## src/hw/rtl/cdad_pkg.sv

```systemverilog
package cdad_pkg;

  localparam int unsigned YearW      = 14;
  localparam int unsigned MonthW     = 4;
  localparam int unsigned DayW       = 5;
  localparam int unsigned OffsetPortW = 12;
  localparam int unsigned OffsetBitsDefault = 12;
  localparam int unsigned RemW       = 9;   // year mod 400 fits here
  localparam int unsigned StepW      = 3;

  localparam logic [YearW-1:0]  YearMin  = YearW'(1);
  localparam logic [YearW-1:0]  YearMax  = YearW'(9999);
  localparam logic [MonthW-1:0] MonthJan = MonthW'(1);
  localparam logic [MonthW-1:0] MonthFeb = MonthW'(2);
  localparam logic [MonthW-1:0] MonthDec = MonthW'(12);
  localparam logic [RemW-1:0]   RemLast  = RemW'(399);
  localparam logic [StepW-1:0]  StepTop  = StepW'(4);

  typedef enum logic [5:0] {
    StIdle   = 6'b000001,
    StReduce = 6'b000010,
    StClamp  = 6'b000100,
    StAdd    = 6'b001000,
    StSub    = 6'b010000,
    StDone   = 6'b100000
  } state_e;

  // 400 shifted left by the step number, for the restoring mod-400 reduction.
  function automatic logic [YearW-1:0] reduce_step(input logic [StepW-1:0] k);
    logic [YearW-1:0] v;
    unique case (k)
      3'd4:    v = YearW'(6400);
      3'd3:    v = YearW'(3200);
      3'd2:    v = YearW'(1600);
      3'd1:    v = YearW'(800);
      default: v = YearW'(400);
    endcase
    return v;
  endfunction

  // Month length from the year's remainder mod 400 and the month.
  function automatic logic [DayW-1:0] days_in(input logic [RemW-1:0] rem,
                                              input logic [MonthW-1:0] m);
    logic leap;
    logic [DayW-1:0] v;
    leap = (rem[1:0] == 2'd0) && (rem != RemW'(100)) && (rem != RemW'(200)) &&
           (rem != RemW'(300));
    unique case (m)
      MonthFeb:               v = leap ? DayW'(29) : DayW'(28);
      4'd4, 4'd6, 4'd9, 4'd11: v = DayW'(30);
      default:                v = DayW'(31);
    endcase
    return v;
  endfunction

endpackage

```

## src/hw/rtl/calendar_date_add_days.sv

```systemverilog
// The input transfer starts a restoring reduction of the start year mod 400, then a
// day clamp that applies the offset, then carries or borrows one month at a time
// (at most about 135 months for a 12-bit offset); a start year outside 1..9999
// gives its result in the cycle after the transfer. One item at a time: the input
// is ready again only after the result transfer.
// Reset: rst_ni clears the sequencer to idle and drops the result valid.

module calendar_date_add_days
  import cdad_pkg::*;
#(
  parameter int unsigned OFFSET_BITS = OffsetBitsDefault
) (
  input  logic                   clk_i,
  input  logic                   rst_ni,
  input  logic                   in_valid_i,
  output logic                   in_ready_o,
  input  logic                   func_i,
  input  logic [YearW-1:0]       start_year_i,
  input  logic [MonthW-1:0]      start_month_i,
  input  logic [DayW-1:0]        start_day_i,
  input  logic [OffsetPortW-1:0] offset_days_i,
  output logic                   out_valid_o,
  input  logic                   out_ready_i,
  output logic [YearW-1:0]       result_year_o,
  output logic [MonthW-1:0]      result_month_o,
  output logic [DayW-1:0]        result_day_o,
  output logic                   out_of_range_o
);

  // Only the offset bits below OFFSET_BITS count, and the port carries at most
  // OffsetPortW of them.
  localparam int unsigned OffW = (OFFSET_BITS < OffsetPortW) ? OFFSET_BITS : OffsetPortW;
  // Running day count: a sign bit plus room for 31 + the largest offset.
  localparam int unsigned DW = ((OffW > DayW) ? OffW : DayW) + 2;

  state_e state_q, state_d;

  // The original date is kept so that an out-of-range result can echo it.
  logic [YearW-1:0]  in_year_q;
  logic [MonthW-1:0] in_month_q;
  logic [DayW-1:0]   in_day_q;
  logic              func_q;
  logic [OffW-1:0]   off_q;

  logic [YearW-1:0]  year_q, year_d;
  logic [MonthW-1:0] month_q, month_d;
  logic signed [DW-1:0] day_q, day_d;
  // Holds the year during the reduction and afterwards the year mod 400,
  // which is stepped along with the year so the leap test stays cheap.
  logic [YearW-1:0]  rem_q, rem_d;
  logic [StepW-1:0]  step_q, step_d;
  logic              bad_q, bad_d;

  logic              accept;
  logic [RemW-1:0]   rem9;
  logic [DayW-1:0]   dim_cur;
  logic [MonthW-1:0] month_prev;
  logic [YearW-1:0]  year_prev;
  logic [RemW-1:0]   rem_prev;
  logic              wrap_back;
  logic [DayW-1:0]   dim_prev;
  logic signed [DW-1:0] day_clamp;
  logic signed [DW-1:0] off_ext;
  logic signed [DW-1:0] sum_opnd;
  logic signed [DW-1:0] sum_res;
  logic [YearW-1:0]  step_val;

  assign accept     = in_valid_i && in_ready_o;
  assign in_ready_o = (state_q == StIdle);
  assign rem9       = rem_q[RemW-1:0];
  assign dim_cur    = days_in(rem9, month_q);
  assign step_val   = reduce_step(step_q);
  assign off_ext    = $signed({{(DW-OffW){1'b0}}, off_q});

  // Candidate previous month for the borrow loop, with the December wrap.
  assign wrap_back  = (month_q == MonthJan);
  assign month_prev = wrap_back ? MonthDec : month_q - MonthW'(1);
  assign year_prev  = wrap_back ? year_q - YearW'(1) : year_q;
  assign rem_prev   = !wrap_back ? rem9 : ((rem9 == '0) ? RemLast : rem9 - RemW'(1));
  assign dim_prev   = days_in(rem_prev, month_prev);

  // Day clamped to the starting month.
  always_comb begin
    day_clamp = $signed({{(DW-DayW){1'b0}}, in_day_q});
    if (in_day_q == '0) begin
      day_clamp = $signed(DW'(1));
    end else if (in_day_q > dim_cur) begin
      day_clamp = $signed({{(DW-DayW){1'b0}}, dim_cur});
    end
  end

  // The shared day adder: it applies the offset, then carries or borrows a
  // whole month per cycle.
  always_comb begin
    sum_opnd = off_ext;
    unique case (state_q)
      StAdd:   sum_opnd = -$signed({{(DW-DayW){1'b0}}, dim_cur});
      StSub:   sum_opnd = $signed({{(DW-DayW){1'b0}}, dim_prev});
      StClamp: sum_opnd = func_q ? -off_ext : off_ext;
      default: sum_opnd = off_ext;
    endcase
  end

  assign sum_res = ((state_q == StAdd) || (state_q == StSub)) ? day_q + sum_opnd
                                                              : day_clamp + sum_opnd;

  always_comb begin
    state_d = state_q;
    year_d  = year_q;
    month_d = month_q;
    day_d   = day_q;
    rem_d   = rem_q;
    step_d  = step_q;
    bad_d   = bad_q;
    unique case (state_q)
      StIdle: begin
        if (accept) begin
          year_d  = start_year_i;
          rem_d   = start_year_i;
          step_d  = StepTop;
          bad_d   = 1'b0;
          if (start_month_i == '0) begin
            month_d = MonthJan;
          end else if (start_month_i > MonthDec) begin
            month_d = MonthDec;
          end else begin
            month_d = start_month_i;
          end
          if ((start_year_i < YearMin) || (start_year_i > YearMax)) begin
            bad_d   = 1'b1;
            state_d = StDone;
          end else begin
            state_d = StReduce;
          end
        end
      end
      StReduce: begin
        // Restoring reduction of the year modulo 400, one multiple per cycle.
        if (rem_q >= step_val) begin
          rem_d = rem_q - step_val;
        end
        step_d = step_q - StepW'(1);
        if (step_q == '0) begin
          state_d = StClamp;
        end
      end
      StClamp: begin
        day_d   = sum_res;
        state_d = func_q ? StSub : StAdd;
      end
      StAdd: begin
        if (day_q > $signed({{(DW-DayW){1'b0}}, dim_cur})) begin
          day_d = sum_res;
          if (month_q == MonthDec) begin
            month_d = MonthJan;
            year_d  = year_q + YearW'(1);
            rem_d   = (rem9 == RemLast) ? '0 : rem_q + YearW'(1);
            if (year_q == YearMax) begin
              bad_d   = 1'b1;
              state_d = StDone;
            end
          end else begin
            month_d = month_q + MonthW'(1);
          end
        end else begin
          state_d = StDone;
        end
      end
      StSub: begin
        if (day_q < $signed(DW'(1))) begin
          if (wrap_back && (year_q == YearMin)) begin
            bad_d   = 1'b1;
            state_d = StDone;
          end else begin
            month_d = month_prev;
            year_d  = year_prev;
            rem_d   = {{(YearW-RemW){1'b0}}, rem_prev};
            day_d   = sum_res;
          end
        end else begin
          state_d = StDone;
        end
      end
      StDone: begin
        if (out_ready_i) begin
          state_d = StIdle;
        end
      end
      default: begin
        state_d = StIdle;
      end
    endcase
  end

  always_ff @(posedge clk_i or negedge rst_ni) begin
    if (!rst_ni) begin
      state_q <= StIdle;
    end else begin
      state_q <= state_d;
    end
  end

  // Datapath registers carry no reset; they are loaded on the input transfer.
  always_ff @(posedge clk_i) begin
    if (accept) begin
      in_year_q  <= start_year_i;
      in_month_q <= start_month_i;
      in_day_q   <= start_day_i;
      func_q     <= func_i;
      off_q      <= offset_days_i[OffW-1:0];
    end
    year_q  <= year_d;
    month_q <= month_d;
    day_q   <= day_d;
    rem_q   <= rem_d;
    step_q  <= step_d;
    bad_q   <= bad_d;
  end

  // The result is held in the working registers until its transfer; an
  // out-of-range result shows the starting date exactly as given.
  assign out_valid_o    = (state_q == StDone);
  assign out_of_range_o = bad_q;
  assign result_year_o  = bad_q ? in_year_q  : year_q;
  assign result_month_o = bad_q ? in_month_q : month_q;
  assign result_day_o   = bad_q ? in_day_q   : day_q[DayW-1:0];

endmodule
```

## config.mk

```make
export PLATFORM = sky130hd
export DESIGN_NAME = calendar_date_add_days
export DESIGN_NICKNAME = d
export VERILOG_FILES = /design/src/hw/rtl/cdad_pkg.sv /design/src/hw/rtl/calendar_date_add_days.sv
export SDC_FILE = /design/constraint.sdc
export NUM_CORES = 1
export LEC_CHECK = 0
export BUFFER_PORTS_ARGS = -buffer_cell sky130_fd_sc_hd__clkbuf_2
export CORE_MARGIN = 1.5
export CORE_UTILIZATION = 30
export DETAILED_ROUTE_END_ITERATION = 7
export PLACE_DENSITY_LB_ADDON = 0.05
export SLEW_MARGIN = 20
export SYNTH_ARGS = -nofsm -noshare
export SYNTH_HDL_FRONTEND = slang
export SYNTH_SLANG_ARGS = --single-unit
```

## constraint.sdc

```tcl
create_clock -name clk_i -period 6.1 [get_ports clk_i]
set_clock_uncertainty 0.05 [all_clocks]
set_input_delay 0.305 -clock clk_i [delete_from_list [all_inputs] [get_ports clk_i]]
set_output_delay 0.305 -clock clk_i [all_outputs]
set_load 0.02 [all_outputs]
```

[Word-level counts from Yosys, hierarchy flattened]
Index checks and enable logic that the tools add are counted.
Operators by class
  $add $sub $neg: 12
  order comparisons: 7
  equality and inequality tests: 45
  mux-type cells: 63
  reductions and logical operators: 29
Operators with widths (count)
  two-way mux 14 bit: 18
  case mux 14 bit (3 select lines): 3
  case mux 14 bit (4 select lines): 1
  two-way mux 6 bit: 9
  case mux 13 bit (4 select lines): 1
  two-way mux 4 bit: 9
  case mux 6 bit (6 select lines): 1
  adder 14 x 1 -> 14 bit, second input constant: 2
  adder 14 bit: 2
  AND reduction 7 bit: 3
  equality test 4 bit, second input constant: 5
  two-way mux 5 bit: 4
  two-way mux 9 bit: 2
  != test 9 x 7 -> 1 bit, second input constant: 2
  != test 9 x 8 -> 1 bit, second input constant: 2
  != test 9 bit, second input constant: 2
  equality test 4 x 3 -> 1 bit, second input constant: 4
  equality test 14 x 1 -> 1 bit, second input constant: 1
  equality test 14 bit, second input constant: 1
  >= comparator 14 bit: 1
  greater-than comparator 14 bit, second input constant: 1
  greater-than comparator 14 x 6 -> 1 bit: 1
  less-than comparator 14 x 1 -> 1 bit, second input constant: 1
  less-than comparator 14 x 2 -> 1 bit, second input constant: 1
  other kinds (46): 79
Storage, ports and cells
  register bits after elaboration: 92
  input port bits: 40
  output and inout port bits: 26
  word-level logic and storage cells: 168

[Logic depth before layout (Yosys ltp)]
  word-level depth: 15
  mapped depth: 20
  gate-level depth less buffers: 20

[Worst setup path before layout]
No wires, ideal clock.
  path type: register to register
  start: register month_q[1]
  end: register day_q[12] (data pin)
  library setup time: 0.259 ns
  arrival time: 4.430 ns
  data required time: 5.791 ns
  path slack: 1.361 ns
  cell stages (with the launch flop): 19
  buffers on the path: 1
  cell sequence: edfxtp_1 -> inv_1 -> ha_1 -> or3b_2 -> clkbuf_1 -> nor3_1 -> nand2_1 -> a21oi_1 -> mux2_2 -> a41o_1 -> ha_1 -> fa_1 -> a21oi_1 -> o21ai_0 -> or4_1 -> nand3_1 -> o22ai_1 -> o211ai_1 -> xnor2_1
On the way
  longest elaborated chain between the ends: 14
  elaborated cells between the ends (all ways): 38
  classes of those cells: 4 x add/sub; 1 x order compare; 14 x eq/ne; 13 x mux; 6 x reduce/logical
RTL lines
  start, declared: line calendar_date_add_days.sv:46  | logic [MonthW-1:0] month_q, month_d;
  start signal, assigned: line calendar_date_add_days.sv:213  | month_q <= month_d;
  parallel branches: the longest is 10 deep, another holds adder 14 bit
  two-way mux 14 bit (*): line calendar_date_add_days.sv:104  | assign sum_res = ((state_q == StAdd) || (state_q == StSub)) ? day_q + sum_opnd
  two-way mux 14 bit: line calendar_date_add_days.sv:171  | if (wrap_back && (year_q == YearMin)) begin
  two-way mux 14 bit: line calendar_date_add_days.sv:170  | if (day_q < $signed(DW'(1))) begin
  case mux 14 bit (3 select lines) (*): line calendar_date_add_days.sv:115  | unique case (state_q)
  via day_d[12]: line calendar_date_add_days.sv:47  | logic signed [DW-1:0] day_q, day_d;
  end signal, assigned: line calendar_date_add_days.sv:214  | day_q <= day_d;
  end, declared: line calendar_date_add_days.sv:47
Mark *: on every way through the listed nets, which the timed path passes. The select of a mux whose other input is x is not followed.
A chain may end at the register's enable or synchronous reset.

[Worst setup path after layout]
Ends and elaborated chain as after synthesis.

==> flow_summary.yaml <==
status:
  status: "finished clean"
worst_setup_path:
  crit_slowest_cell: "or4b_1"
  path_delay_family: "simple AND/OR/NAND/NOR gates"
  worstPathCellList: "inv_1 -> ha_1 -> nand4bb_4 -> or4b_1 -> or3_4 -> nand2_1 -> o221ai_1 -> mux2_2 -> a41o_1 -> ha_1 -> fa_1 -> a21oi_1 -> o21ai_0 -> or4_1 -> nand3_1 -> o22ai_1 -> o211ai_1 -> xnor2_1"
  critPathMostFrequentCell: "ha_1"
  cpPeakStageDelay_ns: 0.66
  cp_num_buf_inv: 1
  cp_max_fo: 7
  cp-start-kind: "flop"
  required_ns: 6.16
  worstPathArrival_ns: 5.27
  critPathKind: "flop to flop"
  worstSetupEndpointType: "flop"
timing:
  fin_crit_sh: 0.8542
  hold_violations: 0
  tightest_slew_ns: 1.080
  fmax_ghz: 0.1919
  rsz0062_at_grt: "false"
  setup_viol: 0
  relSlewSlack: 0.2734
  worst_slack_ns: 0.8897
  fin_tns_setup_ns: 0
  hold_slack_ns: 0.06524
  fin_crit_ns: 5.210
  final_max_slew_viol_count: 0
synthesis:
  synth_area_sq_mm: 0.007184
  synth.largest_area_cell: "edfxtp_1"
  ys.flop_type: "edfxtp_1"
  synth_edf_count: 86
  synth_nets: 889
  ys_top_cells_by_area: "edfxtp_1 (36%), ha_1 (8.0%), a21oi_1 (4.5%), o21ai_0 (4.5%), nand2_1 (4.0%)"
  ys_warn_count: 0
  synth-seq-area-share: 0.3805
  synth.distinct_cells: 72
  synthCells: 801
  synth_top_area_frac: 0.3595
  postSynth.asyncResetShare: 0.06522
  ys_ff_latch: 92
  syn-mean-instance-area_sq_um: 8.969
placed_design:
  io_buffers: 65
  dp.final_hpwl_microns: 16830
  gp_congestion: 0.8694
  dp_slack_ns: 0.9374
detailed_routing:
  drt-total-wl_microns: 22970
  num_vias: 6432
  drt_first_pass_iters: 5
  routed_via_density: 5.493
  drtIter0Drc: 491
  drc: 0
  wl_per_cell_microns: 19.61
  ant_nets: 0
clocking:
  cts.sinks: 92
  cts_max_level: 3
  worstSkewPairLatency_ns: 0.36
  cts_buffers: 9
  cts_resized: 0
  cts_root_buf: "clkbuf_16"
  path_clk_slew_ns: 0.08
  cts_buffer_depth: 2
  cts_tree: "built"
cells_and_area:
  post-route-util: 0.3465
  diodes: 0
  nets: 935
  nFillCells: 2469
  layout_common_cells: "edfxtp_1 (86), nand2_1 (76), nor2_1 (72)"
  syn_to_final_growth_pct: 13.20
  final_layout_size_suffix_gt1_frac: 0.1408
  final_common_cell: "edfxtp_1"
pwr:
  powerDensity_mw_per_mm2: 429.0
  finalPower_w: 0.003489
  p_leak_nw: 3.085
  max-vdd-ir-drop_uv: 145.2
floorplanning:
  fp-row-count: 56
  die_area_sq_mm: 0.02489
  initial_core_util: 0.3061
  fp.dieH_microns: 157.8
  fp.dieW_microns: 157.8
  core_sq_mm: 0.02347
  pin_count: 66
global_route:
  grt_pass1_wl_microns: 35740
  grt_use_total: 0.1892
  grt_max_degree: 38
  grt_pass1_vias: 6269
  antenna_found_initial: 1
  grt.overflow.total: 0
hold_path:
  hold_path_class: "primary input to flop"
job:
  drv_cap: 0
sequential cells by signal (all words and copies together), names as in the netlist:
name / flops
step_q: 3
in_day_q: 5
state_q: 6
out_of_range_o: 1
day_q: 14
year_q: 14
month_q: 4
func_q: 1
off_q: 12
in_year_q: 14
in_month_q: 4
rem_q: 14
path summary, 6_finish.rpt:
path / from / to / slack, ns / depth (start not counted)
setup / recovery: month_q[1] / day_q[12] / 0.89 / 18
setup reg to reg: month_q[1] / day_q[12] / 0.89 / 18
hold / removal: start_day_i[4] / in_day_q[4] / 0.07 / 1
min in group asynchronous: rst_ni / state_q[2] / 0.25 / 2
max in group asynchronous: rst_ni / state_q[0] / 5.52 / 2
hold reg to reg: step_q[0] / step_q[0] / 0.58 / 1
metrics by stage:
| stage | instance area, sq um | instances |
|---|---|---|
| 3_5_place_dp | 7829 | 1154 |
| 2_1_floorplan | 7184 | 801 |
| 3_3_place_gp | 7829 | 1154 |
| 4_1_cts | 8129 | 1171 |
| 5_1_grt | 8133 | 1171 |
| 6_report | 8133 | 1171 |
power by group:
group,switching [W],internal (W)
Combinational,0.00102,0.000640
Sequential,0.000280,0.000978
Clock,0.000286,0.000288
Total,0.00158,0.00191
Yosys cell counts, drive strengths merged, types with 4 or more instances:
library cell  instances
nor2b                 5
nor2                 73
edfxtp               86
a31oi                 8
nor4                 12
o221ai                8
a21boi                5
o21a                  6
a211oi                7
nand3                23
mux2                 17
o211ai                6
or3                   9
and3                  6
o31ai                 4
nor3b                 5
or4                   7
o41ai                 4
nand4                16
a22oi                 8
and2                 17
xnor2                25
a21oi                65
xor2                 12
nand2b                8
a21o                  8
o311ai                4
clkbuf               34
nand2                76
nor3                 24
buf                   8
a22o                  5
inv                  28
o22ai                 7
o21ai                64
ha                   46
dfrtp                 5
final cells by class:
cell class / count / area [sq um] / area share
Tap cell: 319 / 399.1 / 0.04908
Timing Repair Buffer: 77 / 417.9 / 0.05138
Clock buffer: 9 / 225.2 / 0.02769
Clock inverter: 7 / 65.06 / 0.008000
Sequential cell: 92 / 2734 / 0.3362
Inverter: 28 / 105.1 / 0.01292
Multi-Input combinational cell: 639 / 4187 / 0.5148
metal layers:
metal  global-route usage  part of all wire  vias up
li1                     -                 -     3124
met1               0.2600              0.48     3131
met2               0.3039              0.46      152
met3              0.02929             0.040       25
met4              0.05885             0.017        0
met5                    0                 0        -
logic make-up after synthesis:
logic type,after synthesis,share of synthesized area
simple gates,298,0.2106
compound gates,237,0.2104
flops,92,0.3805
buf+inv,70,0.03831
fa+ha+maj,48,0.08568
xor+xnor,37,0.04511
mux,19,0.02943
repair_timing:
item / 4_1_cts / 5_1_grt
hold buffers: 1 / 0
buffers inserted: 0 / 0
hold endpoints to repair: 6 / 0
Note: power is estimated with default switching activity, not from simulation.
